**src/sv/crsf_pkg.sv**
```systemverilog
`default_nettype none
// ----------------------------------------------------------------------------
// crsf_pkg: shared types and constants
// Register indexes, reset values, the frame length limit and the result beat
// layout for the CRSF frame parser.
// ----------------------------------------------------------------------------
package crsf_pkg;

	localparam int unsigned BYTE_W  = 8;
	localparam int unsigned LEN_W   = 7;
	localparam int unsigned CIDX_W  = 2;
	localparam int unsigned ODATA_W = 16;
	localparam int unsigned OUSER_W = 2;

	localparam logic [BYTE_W-1:0] SYNC_RESET   = 8'hC8;
	localparam logic [BYTE_W-1:0] POLY_RESET   = 8'hD5;
	localparam logic [BYTE_W-1:0] LENGTH_LIMIT = 8'd64;
	localparam logic [BYTE_W-1:0] LENGTH_MIN   = 8'd2;

	// configuration register indexes
	localparam logic [CIDX_W-1:0] REG_SYNC = 2'd0;
	localparam logic [CIDX_W-1:0] REG_POLY = 2'd1;

	typedef struct packed {
		logic [LEN_W-1:0]  frame_length;
		logic              crc_good;
		logic              last;
		logic              is_type;
		logic [BYTE_W-1:0] byte_value;
	} out_beat_t;

endpackage : crsf_pkg
`default_nettype wire

```
**src/sv/crsf_crc8.sv**
```systemverilog
`default_nettype none
// ----------------------------------------------------------------------------
// crsf_crc8: one-byte CRC-8 update
// MSB-first CRC-8 over one byte with a programmable polynomial, no final XOR.
// ----------------------------------------------------------------------------
module crsf_crc8
	import crsf_pkg::*;
(
	input  wire logic [BYTE_W-1:0] crc_in,
	input  wire logic [BYTE_W-1:0] data,
	input  wire logic [BYTE_W-1:0] poly,
	output      logic [BYTE_W-1:0] crc_out
);

	always_comb begin
		logic [BYTE_W-1:0] c;
		c = crc_in ^ data;
		for (int i = 0; i < BYTE_W; i++) begin
			if (c[BYTE_W-1]) begin
				c = {c[BYTE_W-2:0], 1'b0} ^ poly;
			end else begin
				c = {c[BYTE_W-2:0], 1'b0};
			end
		end
		crc_out = c;
	end

endmodule : crsf_crc8
`default_nettype wire

```
**src/sv/crsf_fsm.sv**
```systemverilog
`default_nettype none
// ----------------------------------------------------------------------------
// crsf_fsm: frame tracking and result register
// Hunt / length / type / body sequencing, running CRC, and the output
// register that holds one result beat.
// ----------------------------------------------------------------------------
module crsf_fsm
	import crsf_pkg::*;
(
	input  wire logic              clk,
	input  wire logic              arst_n,
	input  wire logic              step,      // process byte_in this cycle
	input  wire logic              out_free,  // result register may load
	input  wire logic [BYTE_W-1:0] byte_in,
	input  wire logic [BYTE_W-1:0] sync_value,
	input  wire logic [BYTE_W-1:0] crc_poly,
	output      logic              res_valid_q,
	output      out_beat_t         res_q
);

	typedef enum logic [1:0] {
		PH_HUNT,
		PH_LENGTH,
		PH_TYPE,
		PH_BODY
	} phase_t;

	phase_t            phase_q, phase_d;
	logic [LEN_W-1:0]  left_q, left_d;
	logic [LEN_W-1:0]  len_q, len_d;
	logic [BYTE_W-1:0] crc_q, crc_d;
	logic [BYTE_W-1:0] crc_seed, crc_next;
	logic              emit;
	out_beat_t         res_d;

	assign crc_seed = (phase_q == PH_TYPE) ? '0 : crc_q;

	crsf_crc8 u_crc (
		.crc_in  (crc_seed),
		.data    (byte_in),
		.poly    (crc_poly),
		.crc_out (crc_next)
	);

	always_comb begin
		phase_d = phase_q;
		left_d  = left_q;
		len_d   = len_q;
		crc_d   = crc_q;
		emit    = 1'b0;
		res_d.byte_value   = byte_in;
		res_d.is_type      = 1'b0;
		res_d.last         = 1'b0;
		res_d.crc_good     = 1'b0;
		res_d.frame_length = len_q;
		unique case (phase_q)
			PH_HUNT: begin
				if (byte_in == sync_value) phase_d = PH_LENGTH;
			end
			PH_LENGTH: begin
				// a repeated sync restarts the length wait
				if (byte_in != sync_value) begin
					if (byte_in < LENGTH_MIN || byte_in > LENGTH_LIMIT) begin
						len_d   = '0;
						phase_d = PH_HUNT;
					end else begin
						len_d   = byte_in[LEN_W-1:0];
						left_d  = byte_in[LEN_W-1:0];
						phase_d = PH_TYPE;
					end
				end
			end
			PH_TYPE: begin
				crc_d         = crc_next;
				left_d        = left_q - LEN_W'(1);
				phase_d       = PH_BODY;
				emit          = 1'b1;
				res_d.is_type = 1'b1;
			end
			PH_BODY: begin
				emit = 1'b1;
				if (left_q <= LEN_W'(1)) begin
					res_d.last     = 1'b1;
					res_d.crc_good = (byte_in == crc_q);
					left_d         = '0;
					crc_d          = '0;
					phase_d        = PH_HUNT;
				end else begin
					crc_d  = crc_next;
					left_d = left_q - LEN_W'(1);
				end
			end
			default: phase_d = PH_HUNT;
		endcase
	end

	always_ff @(posedge clk or negedge arst_n) begin
		if (!arst_n) begin
			phase_q     <= PH_HUNT;
			left_q      <= '0;
			len_q       <= '0;
			crc_q       <= '0;
			res_valid_q <= 1'b0;
			res_q       <= '0;
		end else begin
			if (step) begin
				phase_q <= phase_d;
				left_q  <= left_d;
				len_q   <= len_d;
				crc_q   <= crc_d;
			end
			if (out_free) begin
				res_valid_q <= step && emit;
				res_q       <= res_d;
			end
		end
	end

endmodule : crsf_fsm
`default_nettype wire

```
**src/sv/crsf_frame_parser.sv**
```systemverilog
`default_nettype none
// ----------------------------------------------------------------------------
// crsf_frame_parser: CRSF serial frame receiver
// Finds sync and length, forwards type and payload bytes and closes each
// frame with a last beat carrying the received CRC and its check result.
// ----------------------------------------------------------------------------
//  channel | dir | beat contents
//  s_*     | in  | tdata[7:0] rx_byte
//  m_*     | out | tdata[7:0] byte_value, [14:8] frame_length, [15] zero;
//          |     | tuser[0] is_type, [1] crc_good; tlast last
//  cfg_*   | in  | idx 0 sync_value, idx 1 crc_poly, others ignored
//
//  One byte per cycle sustained while m_tready is high; each s beat passes the
//  input register, then the frame logic into the result register.
//  Sync, length and rejected bytes produce no m beat.
//  A stalled m side backs up through the input register to s_tready.
//  Reset: hunting for sync, registers at 0xC8 / 0xD5.
// ----------------------------------------------------------------------------
module crsf_frame_parser
	import crsf_pkg::*;
(
	input  wire logic               clk,
	input  wire logic               arst_n,
	input  wire logic               s_tvalid,
	output      logic               s_tready,
	input  wire logic [BYTE_W-1:0]  s_tdata,   // [7:0] rx_byte
	output      logic               m_tvalid,
	input  wire logic               m_tready,
	output      logic [ODATA_W-1:0] m_tdata,   // [7:0] byte_value, [14:8] frame_length
	output      logic [OUSER_W-1:0] m_tuser,   // [0] is_type, [1] crc_good
	output      logic               m_tlast,
	input  wire logic               cfg_we,
	input  wire logic [CIDX_W-1:0]  cfg_index,
	input  wire logic [BYTE_W-1:0]  cfg_data
);

	logic              valid_s1;
	logic [BYTE_W-1:0] byte_s1;
	logic [BYTE_W-1:0] sync_q, poly_q;
	logic              out_free, step;
	out_beat_t         res;

	assign out_free = !m_tvalid || m_tready;
	assign step     = valid_s1 && out_free;
	assign s_tready = !valid_s1 || out_free;

	always_ff @(posedge clk or negedge arst_n) begin
		if (!arst_n) begin
			valid_s1 <= 1'b0;
		end else if (s_tvalid && s_tready) begin
			valid_s1 <= 1'b1;
		end else if (step) begin
			valid_s1 <= 1'b0;
		end
	end

	always_ff @(posedge clk) begin
		if (s_tvalid && s_tready) byte_s1 <= s_tdata;
	end

	always_ff @(posedge clk or negedge arst_n) begin
		if (!arst_n) begin
			sync_q <= SYNC_RESET;
			poly_q <= POLY_RESET;
		end else if (cfg_we) begin
			unique case (cfg_index)
				REG_SYNC: sync_q <= cfg_data;
				REG_POLY: poly_q <= cfg_data;
				default: ;
			endcase
		end
	end

	crsf_fsm u_fsm (
		.clk         (clk),
		.arst_n      (arst_n),
		.step        (step),
		.out_free    (out_free),
		.byte_in     (byte_s1),
		.sync_value  (sync_q),
		.crc_poly    (poly_q),
		.res_valid_q (m_tvalid),
		.res_q       (res)
	);

	assign m_tdata = {1'b0, res.frame_length, res.byte_value};
	assign m_tuser = {res.crc_good, res.is_type};
	assign m_tlast = res.last;

endmodule : crsf_frame_parser
`default_nettype wire

```
**config.mk**
```make
export PLATFORM = sky130hd
export DESIGN_NAME = crsf_frame_parser
export DESIGN_NICKNAME = d
export VERILOG_FILES = /design/src/sv/crsf_pkg.sv /design/src/sv/crsf_crc8.sv /design/src/sv/crsf_fsm.sv /design/src/sv/crsf_frame_parser.sv
export SDC_FILE = /design/constraint.sdc
export NUM_CORES = 1
export LEC_CHECK = 0
export BUFFER_PORTS_ARGS = -buffer_cell sky130_fd_sc_hd__clkbuf_2
export CAP_MARGIN = 10
export CORE_MARGIN = 1
export CORE_UTILIZATION = 30
export CTS_BUF_LIST = sky130_fd_sc_hd__clkbuf_16
export DETAILED_ROUTE_END_ITERATION = 8
export GPL_ROUTABILITY_DRIVEN = 0
export PLACE_DENSITY_LB_ADDON = 0.2
export SLEW_MARGIN = 20
export SYNTH_ARGS = -nofsm -noshare
export SYNTH_HDL_FRONTEND = slang
export SYNTH_SLANG_ARGS = --single-unit
export TNS_END_PERCENT = 20
```
**constraint.sdc**
```tcl
create_clock -name clk -period 3.7 [get_ports clk]
set_input_delay 0.74 -clock clk [delete_from_list [all_inputs] [get_ports clk]]
set_output_delay 0.74 -clock clk [all_outputs]
set_load 0.01 [all_outputs]
```
# After elaboration in Yosys (flattened, before gate mapping)
# Cells that the tools add are included.
# word_totals
wordCells	85
output_inout_bits	21
ff_bits	68
inputBits	23
# classes
n_eq_ne	11
reduce_logical	20
addsub	1
bitwise_logic	9
mux	27
n_lt_le_gt_ge	3
# op_table
operator	n
2-to-1 mux 8 bit	10
XOR 8 bit	9
2-to-1 mux 7 bit	4
case mux 7 bit (3 select lines)	1
equality test 8 bit	2
case mux 8 bit (2 select lines)	1
2-to-1 mux 2 bit	6
greater-than comparator 8 x 7 -> 1 bit (second input constant)	1
less-than comparator 8 x 2 -> 1 bit (second input constant)	1
inequality test 8 bit	1
case mux 2 bit (4 select lines)	1
AND reduction 4 bit	2
<= comparator 7 x 1 -> 1 bit (second input constant)	1
subtractor 7 x 1 -> 7 bit (second input constant)	1
inequality test 2 x 1 -> 1 bit (second input constant)	3
AND reduction 2 bit	3
equality test 2 x 1 -> 1 bit (second input constant)	2
equality test 2 bit (second input constant)	2
logical NOT 2 bit	2
2-to-1 mux 1 bit	4
nonzero test 2 bit	2
logical AND 1 bit	3
logical OR 1 bit	3
AND reduction 3 bit	1
other kinds (4)	5

# Logic depth before layout (Yosys ltp)
# depth
ltp_word	21
mapped_depth	16
mapped_depth_nobuf	14

# Modules after synthesis
# From an unflattened synthesis, not the netlist that was laid out.
# unflattened
cells_unflattened	462
area_unflattened_um2	4620.7
# modules_own_cells
mod	n_inst	seq_area_each_um2	cells_per_inst	area_per_inst_um2
crsf_fsm	1	1076.0	215	2228.4
crsf_crc8	1	0.0	197	1462.7
crsf_frame_parser	1	675.6	50	929.6

# Least setup slack after synthesis
# OpenSTA, ideal clock, no wires.
# synth_path
path_type	reg-to-reg
startpoint	register u_fsm.phase_q[0]
endpoint	register u_fsm.crc_q[2]
path_stages_with_launch	16
arrival_time_ns	3.724
period_less_slack_ns	3.819
setup_ns	0.095
required_ns	3.605
path_slack_ns	-0.119
n_path_buf	1
path_cell_list	dfrtp_1 > nand2b_4 > a21boi_2 > nor2_1 > o211a_1 > o31a_1 > buf_6 > o211a_1 > or4_1 > a21oi_2 > o211ai_4 > mux2i_1 > nor3_4 > xor2_2 > a21oi_1 > o31ai_1
# synth_via
elab_chain_cells	20
elab_cells_between_ends	24
cone_classes	2 x eq/ne; 11 x mux; 9 x bitwise; 2 x reduce/logical
# synth_lines
element	line	rtl
start: declaration	crsf_fsm.sv:28	phase_t phase_q, phase_d;
start signal: assignment	crsf_fsm.sv:107	phase_q <= phase_d;
equality test 2 bit	crsf_fsm.sv:36, crsf_fsm.sv:56	
2-to-1 mux 8 bit	crsf_fsm.sv:36	assign crc_seed = (phase_q == PH_TYPE) ? '0 : crc_q;
XOR 8 bit	crsf_crc8.sv:17	c = crc_in ^ data;
XOR 8 bit	crsf_crc8.sv:20	c = {c[BYTE_W-2:0], 1'b0} ^ poly;
2-to-1 mux 8 bit	crsf_crc8.sv:19	if (c[BYTE_W-1]) begin
XOR 8 bit	crsf_crc8.sv:20	
2-to-1 mux 8 bit	crsf_crc8.sv:19	
XOR 8 bit	crsf_crc8.sv:20	
[4 not listed]	-	
2-to-1 mux 8 bit	crsf_crc8.sv:19	
2-to-1 mux 8 bit or XOR 8 bit (tied branches)	crsf_crc8.sv:19, crsf_crc8.sv:20	
XOR 8 bit or 2-to-1 mux 8 bit (tied branches)	crsf_crc8.sv:20, crsf_crc8.sv:19	
2-to-1 mux 8 bit or XOR 8 bit (tied branches)	crsf_crc8.sv:19, crsf_crc8.sv:20	
XOR 8 bit or 2-to-1 mux 8 bit (tied branches)	crsf_crc8.sv:20, crsf_crc8.sv:19	
2-to-1 mux 8 bit	crsf_crc8.sv:19	
2-to-1 mux 8 bit	crsf_fsm.sv:82	if (left_q <= LEN_W'(1)) begin
case mux 8 bit (2 select lines)	crsf_fsm.sv:56	unique case (phase_q)
end signal: assignment	crsf_fsm.sv:110	crc_q <= crc_d;
end: declaration	crsf_fsm.sv:31	logic [BYTE_W-1:0] crc_q, crc_d;
# Parallel ways exist; a longest one is shown, timed or not.
# A chain may end at the register's enable or synchronous reset.

==> impl_metrics.ini <==
[timing]
setup_slack_ns = -0.229
hold_slack_ns = 0.463
slew_headroom_pct = 39.3
maxSlewViolCount = 0
worstMarginPinSlew_ns = 0.911
fin_crit_ns = 3.93
final_hold_viol_count = 0
setup-violations-final = 8
finalSetupTns_ns = -1.52
grt_setup_unrepaired = true
fmax_ghz = 0.255
finalCritPeriodShare_pct = 106
skew_ns = 0.00703

[floorplan]
initial_core_util_pct = 31.0
std_cell_rows = 45
ioPinCount = 44
die_area_mm2 = 0.0164
core_area_mm2 = 0.0154
die_y_um = 128
die_w_um = 128

[routing]
dr.pass1.iters = 5
via_per_inst = 4.94
first_iter_violations = 234
vias = 4226
antenna_left = 0
wl_per_cell_um = 16.1
remaining_drc_errors = 0
wl_um = 13800

[yosys]
seq_area_frac_synth_pct = 36.8
syn-num-nets = 561
synth_top_family_by_area = simple AND/OR/NAND/NOR gates
synth_compound_area_share_pct = 17.4
synth_flop_cell = dfrtp_1
post-synth-top-area-cell = dfrtp_1
synthesis.area_mm2 = 0.00477
synth-edff-count = 8
synth-seq-cells = 68
yosys_warnings = 0
syn_avg_cell_area_um2 = 8.89
async_reset_ff_share_pct = 88.2
synth_xor_xnor_area_share_pct = 12.6
synth_top_area_share_pct = 27.3
netlist_instances = 536
ys_types = 75
yosys-top-cells-area = dfrtp_1 27%, xnor2_1 8.3%, nand2_1 7.5%, edfxtp_1 5.0%, o21ai_0 4.5%
synth_mux_area_share_pct = 5.93
synthSimpleGateAreaFrac_pct = 21.6
synthAdderAreaFrac_pct = 0.525

[clock_network]
cts.sinks = 68
clk_pin_slew_ns = 0.06
clk_path_buf_depth = 2
worstSkewPairLatency_ns = 0.32
cts_root_buf = clkbuf_16
cts_tree = done
cts_hold_buf = 0
htreeDepth = 3
numCtsBuffers = 9

[flow_run]
maxCapViolations = 0

[min_path]
worst_hold_path.num_cells = 2
min_path_type = reg2reg
worstHoldStart = u_fsm.res_q[4]
hold_end = u_fsm.res_q[4]

[global_routing]
grt_pass1_vias = 4256
grt_antenna_before_repair = 0
grt_overflow_total = 0
grt_pass1_wl_um = 22400
grt_use_total_pct = 17.7
grt_max_degree = 41

[critical_path]
r2r_slack_ns = -0.23
worstPathRequired_ns = 3.90
r2r_cells = 15
r2r_end = u_fsm.crc_q[5]
critical_path.startpoint_type = flop
cp_max_fo = 8
crit_arrival_ns = 4.12
endpoint_kind = flop
path_class = reg2reg

[finish]
antenna_cells = 0
layout_commonest_cell = nand2_1
final_cell_mix = 94 x nand2_1, 78 x buf_4, 51 x dfrtp_1
drive_gt1_share_pct = 36.8
fin_nets = 664
area_growth_pct = 32.6

[placement]
dpl.hpwl_um = 10300
place_ws_ns = -0.302
portBuffers = 42

[status]
violations = negative setup slack
status = finished, violations left
## state kept, by name (all words and copies together), names as in the netlist, named ones only
register,cells
u_fsm.res_q,18
valid_s1,1
u_fsm.left_q,7
u_fsm.res_valid_q,1
u_fsm.len_q,7
u_fsm.crc_q,8
poly_q,8
sync_q,8
byte_s1,8
u_fsm.phase_q,1
## worst max-delay path by stage
stage	start	end	cells past startpoint
floorplan	flop	u_fsm.crc_q[2]	15
global placement	flop	u_fsm.crc_q[7]	15
detailed placement	u_fsm.phase_q[0]	u_fsm.crc_q[6]	16
CTS	u_fsm.phase_q[0]	u_fsm.crc_q[6]	16
global route	u_fsm.phase_q[0]	u_fsm.crc_q[4]	16
finish	flop	u_fsm.crc_q[5]	15
## area by class of cell
cell class              instances  area [um^2]
fillers                      1499         9050
multi-input cells             415         3060
flip-flops and latches         68         1750
repair buffers                126          863
well taps                     211          264
clock buffers                  10          250
inverters                      19         71.3
clock inverters                 6         53.8
## worst max-delay path: stages, from the launching register on
cell,delay (ns)
dfrtp_1,0.38
nor2b_4,0.18
or3_4,0.43
nand2_2,0.11
xnor3_1,0.40
mux2i_2,0.24
a211oi_2,0.13
or4_4,0.55
a21oi_4,0.18
o211ai_4,0.11
mux2i_2,0.18
nor3_4,0.29
buf_6,0.15
mux2i_4,0.23
xnor2_2,0.15
o21ai_1,0.08
## repair_timing
item / CTS / global route
setup buffers: 5 / 4
pin swaps: 15 / 16
endpoints found under the setup margin: 8 / 8
gates resized for setup: 32 / 20
## through the flow
| stage | area (um^2) | std cells | utilization [%] |
|---|---|---|---|
| 2_1_floorplan | 4810 | 536 | - |
| 3_3_place_gp | 5680 | 830 | 37.0 |
| 3_5_place_dp | 5680 | 830 | 37.0 |
| 4_1_cts | 6190 | 851 | 40.3 |
| 5_1_grt | 6320 | 855 | 41.1 |
| 6_report | 6320 | 855 | 41.1 |
## cell usage after synthesis, drive strengths merged, types with 4 or more instances
| cell | instances |
|---|---|
| a211oi | 4 |
| edfxtp | 8 |
| and3 | 6 |
| o21ai | 53 |
| inv | 18 |
| o211ai | 6 |
| xnor3 | 4 |
| dfrtp | 52 |
| o22ai | 4 |
| xor2 | 8 |
| dfstp | 8 |
| nor3 | 9 |
| nand2b | 4 |
| mux2 | 18 |
| nor4 | 9 |
| nand4 | 8 |
| mux2i | 8 |
| or3 | 7 |
| a21oi | 21 |
| nor2 | 32 |
| nand2 | 95 |
| or2 | 6 |
| nand3 | 15 |
| o31ai | 5 |
| clkbuf | 22 |
| buf | 12 |
| xnor2 | 47 |
| nor2b | 5 |
## routing by layer
metal / vias up / GRT usage [%] / routed length [um] / part of all wire, %
li1: 2075 / - / - / -
met1: 2050 / 24.5 / 6690 / 49
met2: 88 / 28.6 / 6470 / 47
met3: 13 / 2.17 / 407 / 3.0
met4: 0 / 5.61 / 218 / 1.6
met5: - / 0 / 0 / 0
## cells by family (layout without fill, tap and decap cells)
logic type	Yosys count	in the layout
multiplexers	26	26
adder cells (fa/ha/maj)	2	2
flip-flops	68	68
buffers and inverters	53	161
XOR/XNOR	59	59
AO/OA/AOI/OAI	120	120
AND/OR/NAND/NOR	207	207
other	1	1
Power is not shown: default switching activity piles up to over one toggle a cycle in this logic, so the estimate is an artifact.
